==> config.mk <==
export PLATFORM = sky130hd
export DESIGN_NAME = motion_detector_i2c_target_flat
export DESIGN_NICKNAME = d
export VERILOG_FILES = /design/src/hw/rtl/mdi2c_pkg.sv /design/src/hw/rtl/mdi2c_if.sv /design/src/hw/rtl/motion_detector_i2c_target.sv /design/src/hw/rtl/mdi2c_target.sv /design/src/flat_wrapper.sv
export VERILOG_INCLUDE_DIRS = /design/src /design/src/hw/rtl
export SDC_FILE = /design/constraint.sdc
export NUM_CORES = 1
export LEC_CHECK = 0
export BUFFER_PORTS_ARGS = -buffer_cell sky130_fd_sc_hd__buf_4
export CAP_MARGIN = 20
export CORE_MARGIN = 2
export CORE_UTILIZATION = 54
export DETAILED_ROUTE_END_ITERATION = 10
export GPL_TIMING_DRIVEN = 0
export PLACE_DENSITY = 0.8
export SLEW_MARGIN = 25
export SYNTH_ARGS = -nofsm -noshare
export SYNTH_HDL_FRONTEND = slang
export SYNTH_SLANG_ARGS = --single-unit
==> constraint.sdc <==
create_clock -name clk -period 4.9 [get_ports clk]
set_clock_uncertainty 0.15 [all_clocks]
set_input_delay 0.735 -clock clk [delete_from_list [all_inputs] [get_ports clk]]
set_output_delay 0.735 -clock clk [all_outputs]
set_load 0.1 [all_outputs]
==> src/hw/rtl/motion_detector_i2c_target_assert.svh <==
// ----------------------------------------------------------------------------
// Assertion macros for the motion detector
// Concurrent checks clocked on clk; compiled out when ASSERT_OFF is defined.
// ----------------------------------------------------------------------------
`ifndef MOTION_DETECTOR_I2C_TARGET_ASSERT_SVH
`define MOTION_DETECTOR_I2C_TARGET_ASSERT_SVH

`ifndef ASSERT_OFF

// Check that holds outside reset.
`define MDI2C_ASSERT(lbl, prop, msg) \
	lbl: assert property (@(posedge clk) disable iff (!arst_n) prop) else $error(msg);

// Check that holds during reset as well.
`define MDI2C_ASSERT_ALWAYS(lbl, prop, msg) \
	lbl: assert property (@(posedge clk) prop) else $error(msg);

`else

`define MDI2C_ASSERT(lbl, prop, msg)
`define MDI2C_ASSERT_ALWAYS(lbl, prop, msg)

`endif

`endif

==> src/hw/rtl/mdi2c_pkg.sv <==
// ----------------------------------------------------------------------------
// mdi2c_pkg
// Types and constants shared by the motion detector and its bus target.
// ----------------------------------------------------------------------------
`timescale 1ns / 1ps

package mdi2c_pkg;

	// item operations
	typedef enum logic [1:0] {
		OP_TICK   = 2'd0,
		OP_SAMPLE = 2'd1,
		OP_EVENT  = 2'd2
	} op_t;

	// configuration register indexes
	localparam int unsigned CFG_IDX_BITS = 1;
	localparam logic [CFG_IDX_BITS-1:0] REG_TARGET_ADDR = 1'd0;
	localparam logic [CFG_IDX_BITS-1:0] REG_TIMEOUT     = 1'd1;

	localparam logic [6:0] ADDR_RESET    = 7'd72;
	localparam logic [5:0] TIMEOUT_RESET = 6'd32;
	localparam logic [7:0] THRESH_RESET  = 8'd50;
	localparam logic [5:0] CODE_MASK     = 6'h33;

	localparam logic [7:0] ACK_BYTE  = 8'h00;
	localparam logic [7:0] NACK_BYTE = 8'hFF;

	// bit counts handed to the byte shifter
	localparam logic [3:0] CNT_NONE = 4'd0;
	localparam logic [3:0] CNT_ACK  = 4'd1;
	localparam logic [3:0] CNT_BYTE = 4'd8;

	// bus object numbers
	localparam logic [7:0] OBJ_INTERVAL  = 8'd2;
	localparam logic [7:0] OBJ_THRESHOLD = 8'd3;

	// bus target state machine
	typedef enum logic [11:0] {
		ST_IDLE     = 12'b0000_0000_0001,
		ST_RX_ADDR  = 12'b0000_0000_0010,
		ST_CHK_ADDR = 12'b0000_0000_0100,
		ST_WAIT     = 12'b0000_0000_1000,
		ST_RX_OBJ   = 12'b0000_0001_0000,
		ST_ACK_OBJ  = 12'b0000_0010_0000,
		ST_RX_VAL   = 12'b0000_0100_0000,
		ST_ACK_VAL  = 12'b0000_1000_0000,
		ST_APPLY    = 12'b0001_0000_0000,
		ST_TX_DATA  = 12'b0010_0000_0000,
		ST_RX_ACK   = 12'b0100_0000_0000,
		ST_CHK_ACK  = 12'b1000_0000_0000
	} bus_state_t;

	// what one shifter event asks of the outside
	typedef struct packed {
		logic       load;
		logic [7:0] data;
		logic [3:0] count;
		logic       upd;
		logic [5:0] code;
		logic       sda;
	} bus_res_t;

	// one result item
	typedef struct packed {
		logic       start_conversion;
		logic       led_level;
		logic       motion_pulse;
		logic       interval_update;
		logic [5:0] interval_code;
		logic       sda_drive;
		logic       load_shift;
		logic [7:0] shift_data;
		logic [3:0] shift_count;
	} res_t;

endpackage

==> src/hw/rtl/mdi2c_if.sv <==
// ----------------------------------------------------------------------------
// mdi2c_if
// Valid/ready channels for input items and result items.
// ----------------------------------------------------------------------------
`timescale 1ns / 1ps

interface mdi2c_in_if;
	logic        valid;
	logic        ready;
	logic [1:0]  operation;
	logic [15:0] sample_value;
	logic        start_seen;
	logic [7:0]  shift_byte;

	modport source (output valid, operation, sample_value, start_seen, shift_byte,
		input ready);
	modport sink (input valid, operation, sample_value, start_seen, shift_byte,
		output ready);
endinterface

interface mdi2c_out_if;
	logic       valid;
	logic       ready;
	logic       start_conversion;
	logic       led_level;
	logic       motion_pulse;
	logic       interval_update;
	logic [5:0] interval_code;
	logic       sda_drive;
	logic       load_shift;
	logic [7:0] shift_data;
	logic [3:0] shift_count;

	modport source (output valid, start_conversion, led_level, motion_pulse,
		interval_update, interval_code, sda_drive, load_shift, shift_data, shift_count,
		input ready);
	modport sink (input valid, start_conversion, led_level, motion_pulse,
		interval_update, interval_code, sda_drive, load_shift, shift_data, shift_count,
		output ready);
endinterface

==> src/hw/rtl/motion_detector_i2c_target.sv <==
// ----------------------------------------------------------------------------
// motion_detector_i2c_target
// Motion sensor core with a bus target for threshold/interval setup and reads.
// ----------------------------------------------------------------------------
// Usage:
//   in_ch carries one item per handshake: an interval tick, a converter sample
//   or a byte-shifter event, selected by operation. out_ch returns exactly one
//   result item for each input item, in order.
//   cfg_we/cfg_index/cfg_wdata write target_address (0) and
//   motion_timeout_code (1); write only while no item is in flight.
// Timing:
//   An accepted item lands in an input register; its result is computed from
//   there and captured in the output register once that register is empty or
//   being taken, and is held there until out_ch takes it.
//   One item per cycle is sustained while out_ch does not stall.
// Stall:
//   While out_ch is stalled, one more item is taken into the input register,
//   then in_ch.ready drops until the output register is emptied.
// Reset:
//   arst_n clears the LED, motion flag, previous sample and the bus machine
//   (idle), and loads threshold 50, address 72 and timeout code 32.
// ----------------------------------------------------------------------------
`timescale 1ns / 1ps

`include "motion_detector_i2c_target_assert.svh"

module motion_detector_i2c_target #(
	parameter int unsigned SAMPLE_BITS = 16
) (
	input  logic                                clk,
	input  logic                                arst_n,
	mdi2c_in_if.sink                            in_ch,
	mdi2c_out_if.source                         out_ch,
	input  logic                                cfg_we,
	input  logic [mdi2c_pkg::CFG_IDX_BITS-1:0]  cfg_index,
	input  logic [6:0]                          cfg_wdata
);

	// configuration
	logic [6:0] target_address_q;
	logic [5:0] timeout_code_q;

	always_ff @(posedge clk or negedge arst_n) begin
		if (!arst_n) begin
			target_address_q <= mdi2c_pkg::ADDR_RESET;
			timeout_code_q   <= mdi2c_pkg::TIMEOUT_RESET;
		end else if (cfg_we) begin
			unique case (cfg_index)
				mdi2c_pkg::REG_TARGET_ADDR: target_address_q <= cfg_wdata;
				mdi2c_pkg::REG_TIMEOUT:     timeout_code_q   <= cfg_wdata[5:0];
				default: begin
				end
			endcase
		end
	end

	// input stage
	logic        valid_s1;
	logic [1:0]  op_s1;
	logic [15:0] sample_s1;
	logic        start_s1;
	logic [7:0]  sb_s1;
	logic        advance;
	logic        out_valid_q;

	assign advance     = valid_s1 && (!out_valid_q || out_ch.ready);
	assign in_ch.ready = !valid_s1 || advance;

	always_ff @(posedge clk or negedge arst_n) begin
		if (!arst_n) begin
			valid_s1 <= 1'b0;
		end else if (in_ch.valid && in_ch.ready) begin
			valid_s1 <= 1'b1;
		end else if (advance) begin
			valid_s1 <= 1'b0;
		end
	end

	always_ff @(posedge clk) begin
		if (in_ch.valid && in_ch.ready) begin
			op_s1     <= in_ch.operation;
			sample_s1 <= in_ch.sample_value;
			start_s1  <= in_ch.start_seen;
			sb_s1     <= in_ch.shift_byte;
		end
	end

	// sensor state
	logic                   led_q, led_nxt;
	logic                   motion_q, motion_nxt;
	logic [SAMPLE_BITS-1:0] prev_q, prev_nxt;

	// bus target
	mdi2c_pkg::bus_res_t bus_res;
	logic                bus_step;
	logic                sda_level;
	logic [7:0]          threshold;

	assign bus_step = advance && (op_s1 == mdi2c_pkg::OP_EVENT);

	mdi2c_target u_target (
		.clk            (clk),
		.arst_n         (arst_n),
		.step           (bus_step),
		.start_seen     (start_s1),
		.shift_byte     (sb_s1),
		.target_address (target_address_q),
		.motion_flag    (motion_q),
		.res            (bus_res),
		.sda_level      (sda_level),
		.threshold      (threshold)
	);

	// sample compare
	logic [SAMPLE_BITS-1:0] samp;
	logic [SAMPLE_BITS-1:0] diff;
	logic                   moved;

	assign samp  = SAMPLE_BITS'(sample_s1);
	assign diff  = (samp > prev_q) ? (samp - prev_q) : (prev_q - samp);
	assign moved = diff > SAMPLE_BITS'(threshold);

	mdi2c_pkg::res_t res, res_q;

	always_comb begin
		led_nxt    = led_q;
		motion_nxt = motion_q;
		prev_nxt   = prev_q;
		res        = '0;
		res.sda_drive = sda_level;
		unique case (op_s1)
			mdi2c_pkg::OP_TICK: begin
				// dark LED: ask for a conversion; lit LED: timeout expired
				res.start_conversion = !led_q;
				led_nxt              = 1'b0;
			end
			mdi2c_pkg::OP_SAMPLE: begin
				prev_nxt   = samp;
				motion_nxt = moved;
				if (moved) begin
					led_nxt             = 1'b1;
					res.motion_pulse    = 1'b1;
					res.interval_update = 1'b1;
					res.interval_code   = timeout_code_q & mdi2c_pkg::CODE_MASK;
				end
			end
			mdi2c_pkg::OP_EVENT: begin
				if (start_s1) begin
					led_nxt = 1'b1;
				end
				res.interval_update = bus_res.upd;
				res.interval_code   = bus_res.code;
				res.sda_drive       = bus_res.sda;
				res.load_shift      = bus_res.load;
				res.shift_data      = bus_res.load ? bus_res.data : 8'd0;
				res.shift_count     = bus_res.count;
			end
			default: begin
			end
		endcase
		res.led_level = led_nxt;
	end

	always_ff @(posedge clk or negedge arst_n) begin
		if (!arst_n) begin
			led_q    <= 1'b0;
			motion_q <= 1'b0;
			prev_q   <= '0;
		end else if (advance) begin
			led_q    <= led_nxt;
			motion_q <= motion_nxt;
			prev_q   <= prev_nxt;
		end
	end

	// output register
	always_ff @(posedge clk or negedge arst_n) begin
		if (!arst_n) begin
			out_valid_q <= 1'b0;
		end else if (advance) begin
			out_valid_q <= 1'b1;
		end else if (out_ch.ready) begin
			out_valid_q <= 1'b0;
		end
	end

	always_ff @(posedge clk) begin
		if (advance) begin
			res_q <= res;
		end
	end

	assign out_ch.valid            = out_valid_q;
	assign out_ch.start_conversion = res_q.start_conversion;
	assign out_ch.led_level        = res_q.led_level;
	assign out_ch.motion_pulse     = res_q.motion_pulse;
	assign out_ch.interval_update  = res_q.interval_update;
	assign out_ch.interval_code    = res_q.interval_code;
	assign out_ch.sda_drive        = res_q.sda_drive;
	assign out_ch.load_shift       = res_q.load_shift;
	assign out_ch.shift_data       = res_q.shift_data;
	assign out_ch.shift_count      = res_q.shift_count;

	// checks
	`MDI2C_ASSERT(a_adv_fills_out, advance |=> out_valid_q, "item lost between stages")
	`MDI2C_ASSERT(a_pulse_lights_led,
		out_valid_q && res_q.motion_pulse |-> res_q.led_level, "motion without LED")
	`MDI2C_ASSERT(a_no_load_no_data,
		out_valid_q && !res_q.load_shift |-> res_q.shift_data == 8'd0, "stray shift data")
	`MDI2C_ASSERT(a_no_upd_no_code,
		out_valid_q && !res_q.interval_update |-> res_q.interval_code == 6'd0,
		"stray interval code")
	`MDI2C_ASSERT_ALWAYS(a_reset_empty,
		!arst_n |=> !out_valid_q && !valid_s1, "pipeline not empty in reset")

endmodule

==> src/hw/rtl/mdi2c_target.sv <==
// ----------------------------------------------------------------------------
// mdi2c_target
// Bus target state machine: address match, object/value receive, status read.
// ----------------------------------------------------------------------------
`timescale 1ns / 1ps

module mdi2c_target (
	input  logic                clk,
	input  logic                arst_n,
	input  logic                step,
	input  logic                start_seen,
	input  logic [7:0]          shift_byte,
	input  logic [6:0]          target_address,
	input  logic                motion_flag,
	output mdi2c_pkg::bus_res_t res,
	output logic                sda_level,
	output logic [7:0]          threshold
);

	mdi2c_pkg::bus_state_t state_q, st, state_nxt;
	logic [7:0] rx_object_q, rx_object_nxt;
	logic [7:0] rx_value_q, rx_value_nxt;
	logic [7:0] threshold_q, threshold_nxt;
	logic       sda_q, sda_nxt;

	always_comb begin
		// a start condition restarts at address receive
		st            = start_seen ? mdi2c_pkg::ST_RX_ADDR : state_q;
		state_nxt     = st;
		rx_object_nxt = rx_object_q;
		rx_value_nxt  = rx_value_q;
		threshold_nxt = threshold_q;
		sda_nxt       = sda_q;
		res.load      = 1'b0;
		res.data      = mdi2c_pkg::ACK_BYTE;
		res.count     = mdi2c_pkg::CNT_NONE;
		res.upd       = 1'b0;
		res.code      = '0;
		unique case (st)
			mdi2c_pkg::ST_RX_ADDR: begin
				res.count = mdi2c_pkg::CNT_BYTE;
				state_nxt = mdi2c_pkg::ST_CHK_ADDR;
			end
			mdi2c_pkg::ST_CHK_ADDR: begin
				sda_nxt   = 1'b1;
				res.load  = 1'b1;
				res.count = mdi2c_pkg::CNT_ACK;
				if (shift_byte == {target_address, shift_byte[0]}) begin
					res.data  = mdi2c_pkg::ACK_BYTE;
					state_nxt = shift_byte[0] ? mdi2c_pkg::ST_TX_DATA : mdi2c_pkg::ST_RX_OBJ;
				end else begin
					res.data  = mdi2c_pkg::NACK_BYTE;
					state_nxt = mdi2c_pkg::ST_WAIT;
				end
			end
			mdi2c_pkg::ST_WAIT: begin
				sda_nxt   = 1'b0;
				state_nxt = mdi2c_pkg::ST_IDLE;
			end
			mdi2c_pkg::ST_RX_OBJ: begin
				sda_nxt   = 1'b0;
				res.count = mdi2c_pkg::CNT_BYTE;
				state_nxt = mdi2c_pkg::ST_ACK_OBJ;
			end
			mdi2c_pkg::ST_ACK_OBJ: begin
				sda_nxt       = 1'b1;
				rx_object_nxt = shift_byte;
				res.load      = 1'b1;
				res.count     = mdi2c_pkg::CNT_ACK;
				state_nxt     = mdi2c_pkg::ST_RX_VAL;
			end
			mdi2c_pkg::ST_RX_VAL: begin
				sda_nxt   = 1'b0;
				res.count = mdi2c_pkg::CNT_BYTE;
				state_nxt = mdi2c_pkg::ST_ACK_VAL;
			end
			mdi2c_pkg::ST_ACK_VAL: begin
				sda_nxt      = 1'b1;
				rx_value_nxt = shift_byte;
				res.load     = 1'b1;
				res.count    = mdi2c_pkg::CNT_ACK;
				state_nxt    = mdi2c_pkg::ST_APPLY;
			end
			mdi2c_pkg::ST_APPLY: begin
				// other objects are ignored
				if (rx_object_q == mdi2c_pkg::OBJ_INTERVAL) begin
					res.upd  = 1'b1;
					res.code = rx_value_q[5:0] & mdi2c_pkg::CODE_MASK;
				end else if (rx_object_q == mdi2c_pkg::OBJ_THRESHOLD) begin
					threshold_nxt = rx_value_q;
				end
				state_nxt = mdi2c_pkg::ST_WAIT;
			end
			mdi2c_pkg::ST_TX_DATA: begin
				sda_nxt   = 1'b1;
				res.load  = 1'b1;
				res.data  = {7'd0, motion_flag};
				res.count = mdi2c_pkg::CNT_BYTE;
				state_nxt = mdi2c_pkg::ST_RX_ACK;
			end
			mdi2c_pkg::ST_RX_ACK: begin
				sda_nxt   = 1'b0;
				res.count = mdi2c_pkg::CNT_ACK;
				state_nxt = mdi2c_pkg::ST_CHK_ACK;
			end
			mdi2c_pkg::ST_CHK_ACK: begin
				// NACK from the controller releases the line
				if (shift_byte[0]) begin
					sda_nxt = 1'b0;
				end
				state_nxt = mdi2c_pkg::ST_WAIT;
			end
			default: begin
				// idle without start: nothing moves
			end
		endcase
		res.sda = sda_nxt;
	end

	always_ff @(posedge clk or negedge arst_n) begin
		if (!arst_n) begin
			state_q     <= mdi2c_pkg::ST_IDLE;
			rx_object_q <= '0;
			rx_value_q  <= '0;
			threshold_q <= mdi2c_pkg::THRESH_RESET;
			sda_q       <= 1'b0;
		end else if (step) begin
			state_q     <= state_nxt;
			rx_object_q <= rx_object_nxt;
			rx_value_q  <= rx_value_nxt;
			threshold_q <= threshold_nxt;
			sda_q       <= sda_nxt;
		end
	end

	assign sda_level = sda_q;
	assign threshold = threshold_q;

endmodule
==> src/flat_wrapper.sv <==
// flat-port wrapper written by rule: the top's interface ports become plain ports
module motion_detector_i2c_target_flat 
#(
	parameter int unsigned SAMPLE_BITS = 16
)
  (clk, arst_n, cfg_we, cfg_index, cfg_wdata, in_ch_valid, in_ch_operation, in_ch_sample_value, in_ch_start_seen, in_ch_shift_byte, in_ch_ready, out_ch_valid, out_ch_start_conversion, out_ch_led_level, out_ch_motion_pulse, out_ch_interval_update, out_ch_interval_code, out_ch_sda_drive, out_ch_load_shift, out_ch_shift_data, out_ch_shift_count, out_ch_ready);
  mdi2c_in_if in_ch_i ();
  mdi2c_out_if out_ch_i ();
  input  logic clk;
  input  logic arst_n;
  input  logic cfg_we;
  input  logic [mdi2c_pkg::CFG_IDX_BITS-1:0] cfg_index;
  input  logic [6:0] cfg_wdata;
  input wire logic [$bits(in_ch_i.valid)-1:0] in_ch_valid;
  input wire logic [$bits(in_ch_i.operation)-1:0] in_ch_operation;
  input wire logic [$bits(in_ch_i.sample_value)-1:0] in_ch_sample_value;
  input wire logic [$bits(in_ch_i.start_seen)-1:0] in_ch_start_seen;
  input wire logic [$bits(in_ch_i.shift_byte)-1:0] in_ch_shift_byte;
  output wire logic [$bits(in_ch_i.ready)-1:0] in_ch_ready;
  output wire logic [$bits(out_ch_i.valid)-1:0] out_ch_valid;
  output wire logic [$bits(out_ch_i.start_conversion)-1:0] out_ch_start_conversion;
  output wire logic [$bits(out_ch_i.led_level)-1:0] out_ch_led_level;
  output wire logic [$bits(out_ch_i.motion_pulse)-1:0] out_ch_motion_pulse;
  output wire logic [$bits(out_ch_i.interval_update)-1:0] out_ch_interval_update;
  output wire logic [$bits(out_ch_i.interval_code)-1:0] out_ch_interval_code;
  output wire logic [$bits(out_ch_i.sda_drive)-1:0] out_ch_sda_drive;
  output wire logic [$bits(out_ch_i.load_shift)-1:0] out_ch_load_shift;
  output wire logic [$bits(out_ch_i.shift_data)-1:0] out_ch_shift_data;
  output wire logic [$bits(out_ch_i.shift_count)-1:0] out_ch_shift_count;
  input wire logic [$bits(out_ch_i.ready)-1:0] out_ch_ready;
  assign in_ch_i.valid = in_ch_valid;
  assign in_ch_i.operation = in_ch_operation;
  assign in_ch_i.sample_value = in_ch_sample_value;
  assign in_ch_i.start_seen = in_ch_start_seen;
  assign in_ch_i.shift_byte = in_ch_shift_byte;
  assign in_ch_ready = in_ch_i.ready;
  assign out_ch_valid = out_ch_i.valid;
  assign out_ch_start_conversion = out_ch_i.start_conversion;
  assign out_ch_led_level = out_ch_i.led_level;
  assign out_ch_motion_pulse = out_ch_i.motion_pulse;
  assign out_ch_interval_update = out_ch_i.interval_update;
  assign out_ch_interval_code = out_ch_i.interval_code;
  assign out_ch_sda_drive = out_ch_i.sda_drive;
  assign out_ch_load_shift = out_ch_i.load_shift;
  assign out_ch_shift_data = out_ch_i.shift_data;
  assign out_ch_shift_count = out_ch_i.shift_count;
  assign out_ch_i.ready = out_ch_ready;
  motion_detector_i2c_target #(.SAMPLE_BITS(SAMPLE_BITS)) u_core (.clk(clk), .arst_n(arst_n), .in_ch(in_ch_i), .out_ch(out_ch_i), .cfg_we(cfg_we), .cfg_index(cfg_index), .cfg_wdata(cfg_wdata));
endmodule
After elaboration in Yosys (flattened, before gate mapping)
Cells that the tools add are included.
- register bits after elaboration: 121
- input bits: 40
- output and inout bits: 26
- word-level logic and storage cells: 94
- bitwise operators: 2
- equal/unequal tests: 16
- reduce and logical (&&, ||, !) cells: 23
- add/sub/neg operators: 2
- $lt $le $gt $ge: 2
- multiplexer cells: 24
- operators with widths (cell ; count):
    $pmux W12 S10 ; 1
    $sub A16 B16 Y16 ; 2
    $mux W8 ; 3
    $mux W10 ; 2
    $eq A8 B2 Y1 const B ; 2
    $gt A16 B16 Y1 ; 1
    $gt A16 B8 Y1 ; 1
    $mux W16 ; 1
    $pmux W8 S2 ; 1
    $reduce_or A4 Y1 ; 4
    $mux W14 ; 1
    $mux W7 ; 2
    $pmux W7 S2 ; 1
    $eq A12 B10 Y1 const B ; 1
    $eq A12 B11 Y1 const B ; 1
    $eq A12 B12 Y1 const B ; 1
    $eq A12 B2 Y1 const B ; 1
    $eq A12 B3 Y1 const B ; 1
    $eq A12 B4 Y1 const B ; 1
    $eq A12 B5 Y1 const B ; 1
    $eq A12 B6 Y1 const B ; 1
    $eq A12 B7 Y1 const B ; 1
    $eq A12 B8 Y1 const B ; 1
    $eq A12 B9 Y1 const B ; 1
    16 further kinds ; 36

Depth between registers and ports, before layout
- word-level depth: 6
- gate-level depth with buffers: 20
- depth with buffers taken out: 19

By module
Synthesis repeated with hierarchy kept, for this count alone.
- cells, all modules: 639
- area total of the unflattened synthesis: 6951.7 um^2
- by module, submodules not included (module ; instances ; cells each ; sequential area each (um^2) ; area each (um^2)):
    motion_detector_i2c_target ; 1 ; 450 ; 2311.0 ; 4859.7
    mdi2c_target ; 1 ; 189 ; 930.9 ; 2092.0

Worst setup path after synthesis
No wires, ideal clock.
- kind: reg-to-reg
- from: register u_core.sample_s1[0], in the netlist u_core.samp[0]
- to: register u_core.res_q (netlist bit u_core.out_ch.interval_update) (data pin)
- path slack: 314 ps
- setup time: 265 ps
- buffers on the path: 1
- stages on the path, launching flop included: 20
- data required time: 4485 ps
- arrival time: 4171 ps
- cell sequence: edfxtp_1 inv_1 ha_1 inv_1 fa_1 a211oi_1 o211a_1 o31ai_4 o21a_1 buf_2 mux2_2 a31oi_1 o221ai_1 xor2_1 ha_1 a2111oi_0 a221o_1 o31a_1 o2bb2ai_1 or3_1
- RTL lines (item ; RTL line ; source):
    from (decl) ; motion_detector_i2c_target.sv:60 ; logic [15:0] sample_s1;
    from (signal assigned) ; motion_detector_i2c_target.sv:82 ; sample_s1 <= in_ch.sample_value;
    to (signal assigned) ; motion_detector_i2c_target.sv:189 ; res_q <= res;
    to (decl) ; motion_detector_i2c_target.sv:123 ; mdi2c_pkg::res_t res, res_q;

==> results.json <==
{
  "status": "finished clean",
  "syn_avg_cell_area_um2": 9.979,
  "fin_crit_ns": 4.778,
  "yosysMostFrequentCell": "nand2_1",
  "required_ns": 4.85,
  "antenna_found_initial": 0,
  "setup-violations-final": 0,
  "rsz0062_at_grt": "yes",
  "clock_path_buffers": 2,
  "post_drt_wl_per_cell_um": 17.73,
  "synth_flop_cell": "dfrtp_1",
  "overflow": 0,
  "synth_area_leader_cell": "dfrtp_1",
  "finalMaxSlewViolations": 0,
  "numClockSinks": 109,
  "dpl_cell_area_um2": 7271,
  "powerDensity_nw_per_um2": 418.4,
  "dieArea_um2": 13150,
  "hpwl_um": 11710,
  "cts_tree": "built",
  "synth_common_cells": "66 x nand2_1, 61 x dfrtp_1, 57 x o21ai_0",
  "port_buffers": 61,
  "postLayoutCellArea_um2": 7762,
  "final_nets": 836,
  "htree_levels": 3,
  "worst_pin_slew_ns": 0.8866,
  "start_util": 0.5531,
  "multi_input_comb_area_um2": 3359,
  "n_fill_cell": 932,
  "cp_max_fo": 5,
  "leakagePower_nw": 3.522,
  "dr_total_vias": 5344,
  "fp.dieW_um": 114.7,
  "async_reset_ff_frac": 0.6239,
  "yosysTopAreaCellShare": 0.2307,
  "antenna_cells": 0,
  "drive_above_1_share": 0.2368,
  "dp_slack_ns": -0.5327,
  "synth-seq-cells": 109,
  "r2r_start": "u_core.samp[0]",
  "critPathKind": "register to register",
  "cts_root_buffer": "clkbuf_16",
  "reg2reg_slack_ns": 0.12,
  "yosysWarnings": 0,
  "wl_um": 16010,
  "cts_made_buffers": 9,
  "grt_usage": 0.2517,
  "arrival_ns": 4.72,
  "fmax_mhz": 209.3,
  "viasPerCell": 5.918,
  "worst_slack_ns": 0.1219,
  "synthDistinctLibCells": 73,
  "drc": 0,
  "syn_area_um2": 6616,
  "min_period_over_period": 0.9751,
  "final_hold_viol_count": 0,
  "seq_area_um2": 2942,
  "synth-seq-area-share": 0.4446,
  "first_global_vias": 5078,
  "rows": 40,
  "cp-end-kind": "register",
  "syn2layout_area_growth_pct": 17.32,
  "grt_pass1_wl_um": 25720,
  "path_clk_slew_ns": 0.08,
  "die_h_um": 114.7,
  "min_path_type": "primary input to async pin",
  "rr_worst_depth": 20,
  "synth.area.top_cells": "dfrtp_1 23%, edfxtp_1 19%, ha_1 8.1%",
  "gp_congestion": 0.8839,
  "initialDrtViolationCount": 359,
  "postRouteAntennaNets": 0,
  "synthCells": 663,
  "core_area_um2": 11960,
  "fin_util": 0.6490,
  "cp-start-kind": "register",
  "drv_cap": 0,
  "hold_buffers": 0,
  "synth_edf_count": 41,
  "clock_latency_ns": 0.36,
  "vdd_ir_drop_max_mv": 0.2884,
  "drtPass1Iterations": 5,
  "reg2reg_to": "u_core.out_ch.interval_update",
  "maxSlewHeadroom": 0.4089,
  "grt_max_degree": 69,
  "pin_count": 66
}
==> sequential cells by signal, summed over array words and instances (netlist names), 2 cells and up <==
name / cells
u_core.sb_s1: 8
u_core.out_ch.interval_code: 4
u_core.timeout_code_q: 4
u_core.samp: 16
u_core.u_target.rx_value_q: 8
u_core.target_address_q: 7
u_core.prev_q: 16
u_core.u_target.threshold: 8
u_core.out_ch.shift_count: 2
u_core.op_s1: 2
u_core.u_target.state_q: 12
u_core.out_ch.shift_data: 2
u_core.u_target.rx_object_q: 8
==> cells in the final DEF, fill, tap and decap left out, types with 12 or more instances in the layout <==
cell type / Yosys / final
a21oi_1: 40 / 39
buf_4: 15 / 89
dfrtp_1: 61 / 61
edfxtp_1: 41 / 41
ha_1: 43 / 41
inv_1: 56 / 56
mux2_2: 29 / 29
nand2_1: 66 / 66
nor2_1: 28 / 27
o21a_1: 12 / 12
o21ai_0: 57 / 55
xnor2_1: 14 / 14
==> repair_timing <==
action / CTS / global route
gates cloned: 0 / 0
setup endpoints to repair: 9 / 8
pin swaps: 2 / 8
hold endpoints to repair: 0 / 0
setup buffers: 1 / 12
gates resized for setup: 8 / 14
==> through the flow <==
stage	setup TNS [ns]	std cells	total power, W	hold WS, ns
6_report	0	903	0.003248	0.3431
3_5_place_dp	-2.823	874	0.002404	0.3349
3_3_place_gp	-0.6501	874	0.002367	0.3120
4_1_cts	-0.09408	891	0.003156	0.3571
5_1_grt	-0.01790	903	0.003434	0.3807
2_1_floorplan	0	666	0.002095	0.2894
==> cell type report <==
class | count | area share
multi-input combinational | 464 | 0.4328
sequential | 109 | 0.3789
tap | 147 | 0.02369
clock buffer | 9 | 0.02901
inverter | 56 | 0.02708
buffer | 37 | 0.02853
clock inverter | 7 | 0.008382
timing repair buffer | 74 | 0.07157
==> cells by family (layout without fill, tap and decap cells) <==
family          Yosys count  count (layout)  synth area share
compound gates          187             187            0.1857
xor+xnor                 25              25           0.03309
fa+ha+maj                45              45           0.08737
buf+inv                  93             183           0.06430
flops                   109             109            0.4446
mux                      31              31           0.05238
other cells               1               4         0.0005668
simple gates            172             172            0.1320
==> worst max path at each step <==
stage,endpoint,cells after the start,startpoint
floorplan,u_core.out_ch.interval_update,19,u_core.samp[0]
global placement,u_core.out_ch.interval_update,19,u_core.samp[0]
detailed placement,u_core.out_ch.interval_update,19,u_core.samp[0]
CTS,u_core.out_ch.interval_update,19,u_core.samp[0]
global route,u_core.out_ch.interval_update,20,u_core.samp[0]
finish,u_core.out_ch.interval_update,20,u_core.samp[0]
==> report_power, final <==
part           internal (W)  switching (W)  total, W
clock network      0.000360       0.000360  0.000720
registers           0.00105      0.0000659   0.00112
logic              0.000547       0.000861   0.00141
total               0.00196        0.00129   0.00325
==> metal layers <==
layer,GRT usage,share of wire,up-vias
li1,-,-,2543
met1,0.3457,0.45,2598
met2,0.4118,0.49,183
met3,0.04553,0.053,20
met4,0.07149,0.013,0
met5,0,0,-
==> worst max-delay path, stage by stage, from the launching register on <==
cell       delay [ns]
edfxtp_1         0.41
inv_1            0.08
ha_2             0.17
inv_1            0.06
fa_2             0.37
a211oi_2         0.31
o211a_1          0.29
o31ai_4          0.11
o21a_1           0.21
buf_6            0.14
mux2_2           0.29
a31oi_4          0.18
o221ai_2         0.13
xor2_1           0.20
ha_2             0.31
o21a_1           0.12
o21ai_2          0.16
a221o_1          0.21
o31a_1           0.20
o2bb2ai_1        0.08
or3_1            0.32
No activity file was read; power rests on OpenSTA's default activity.
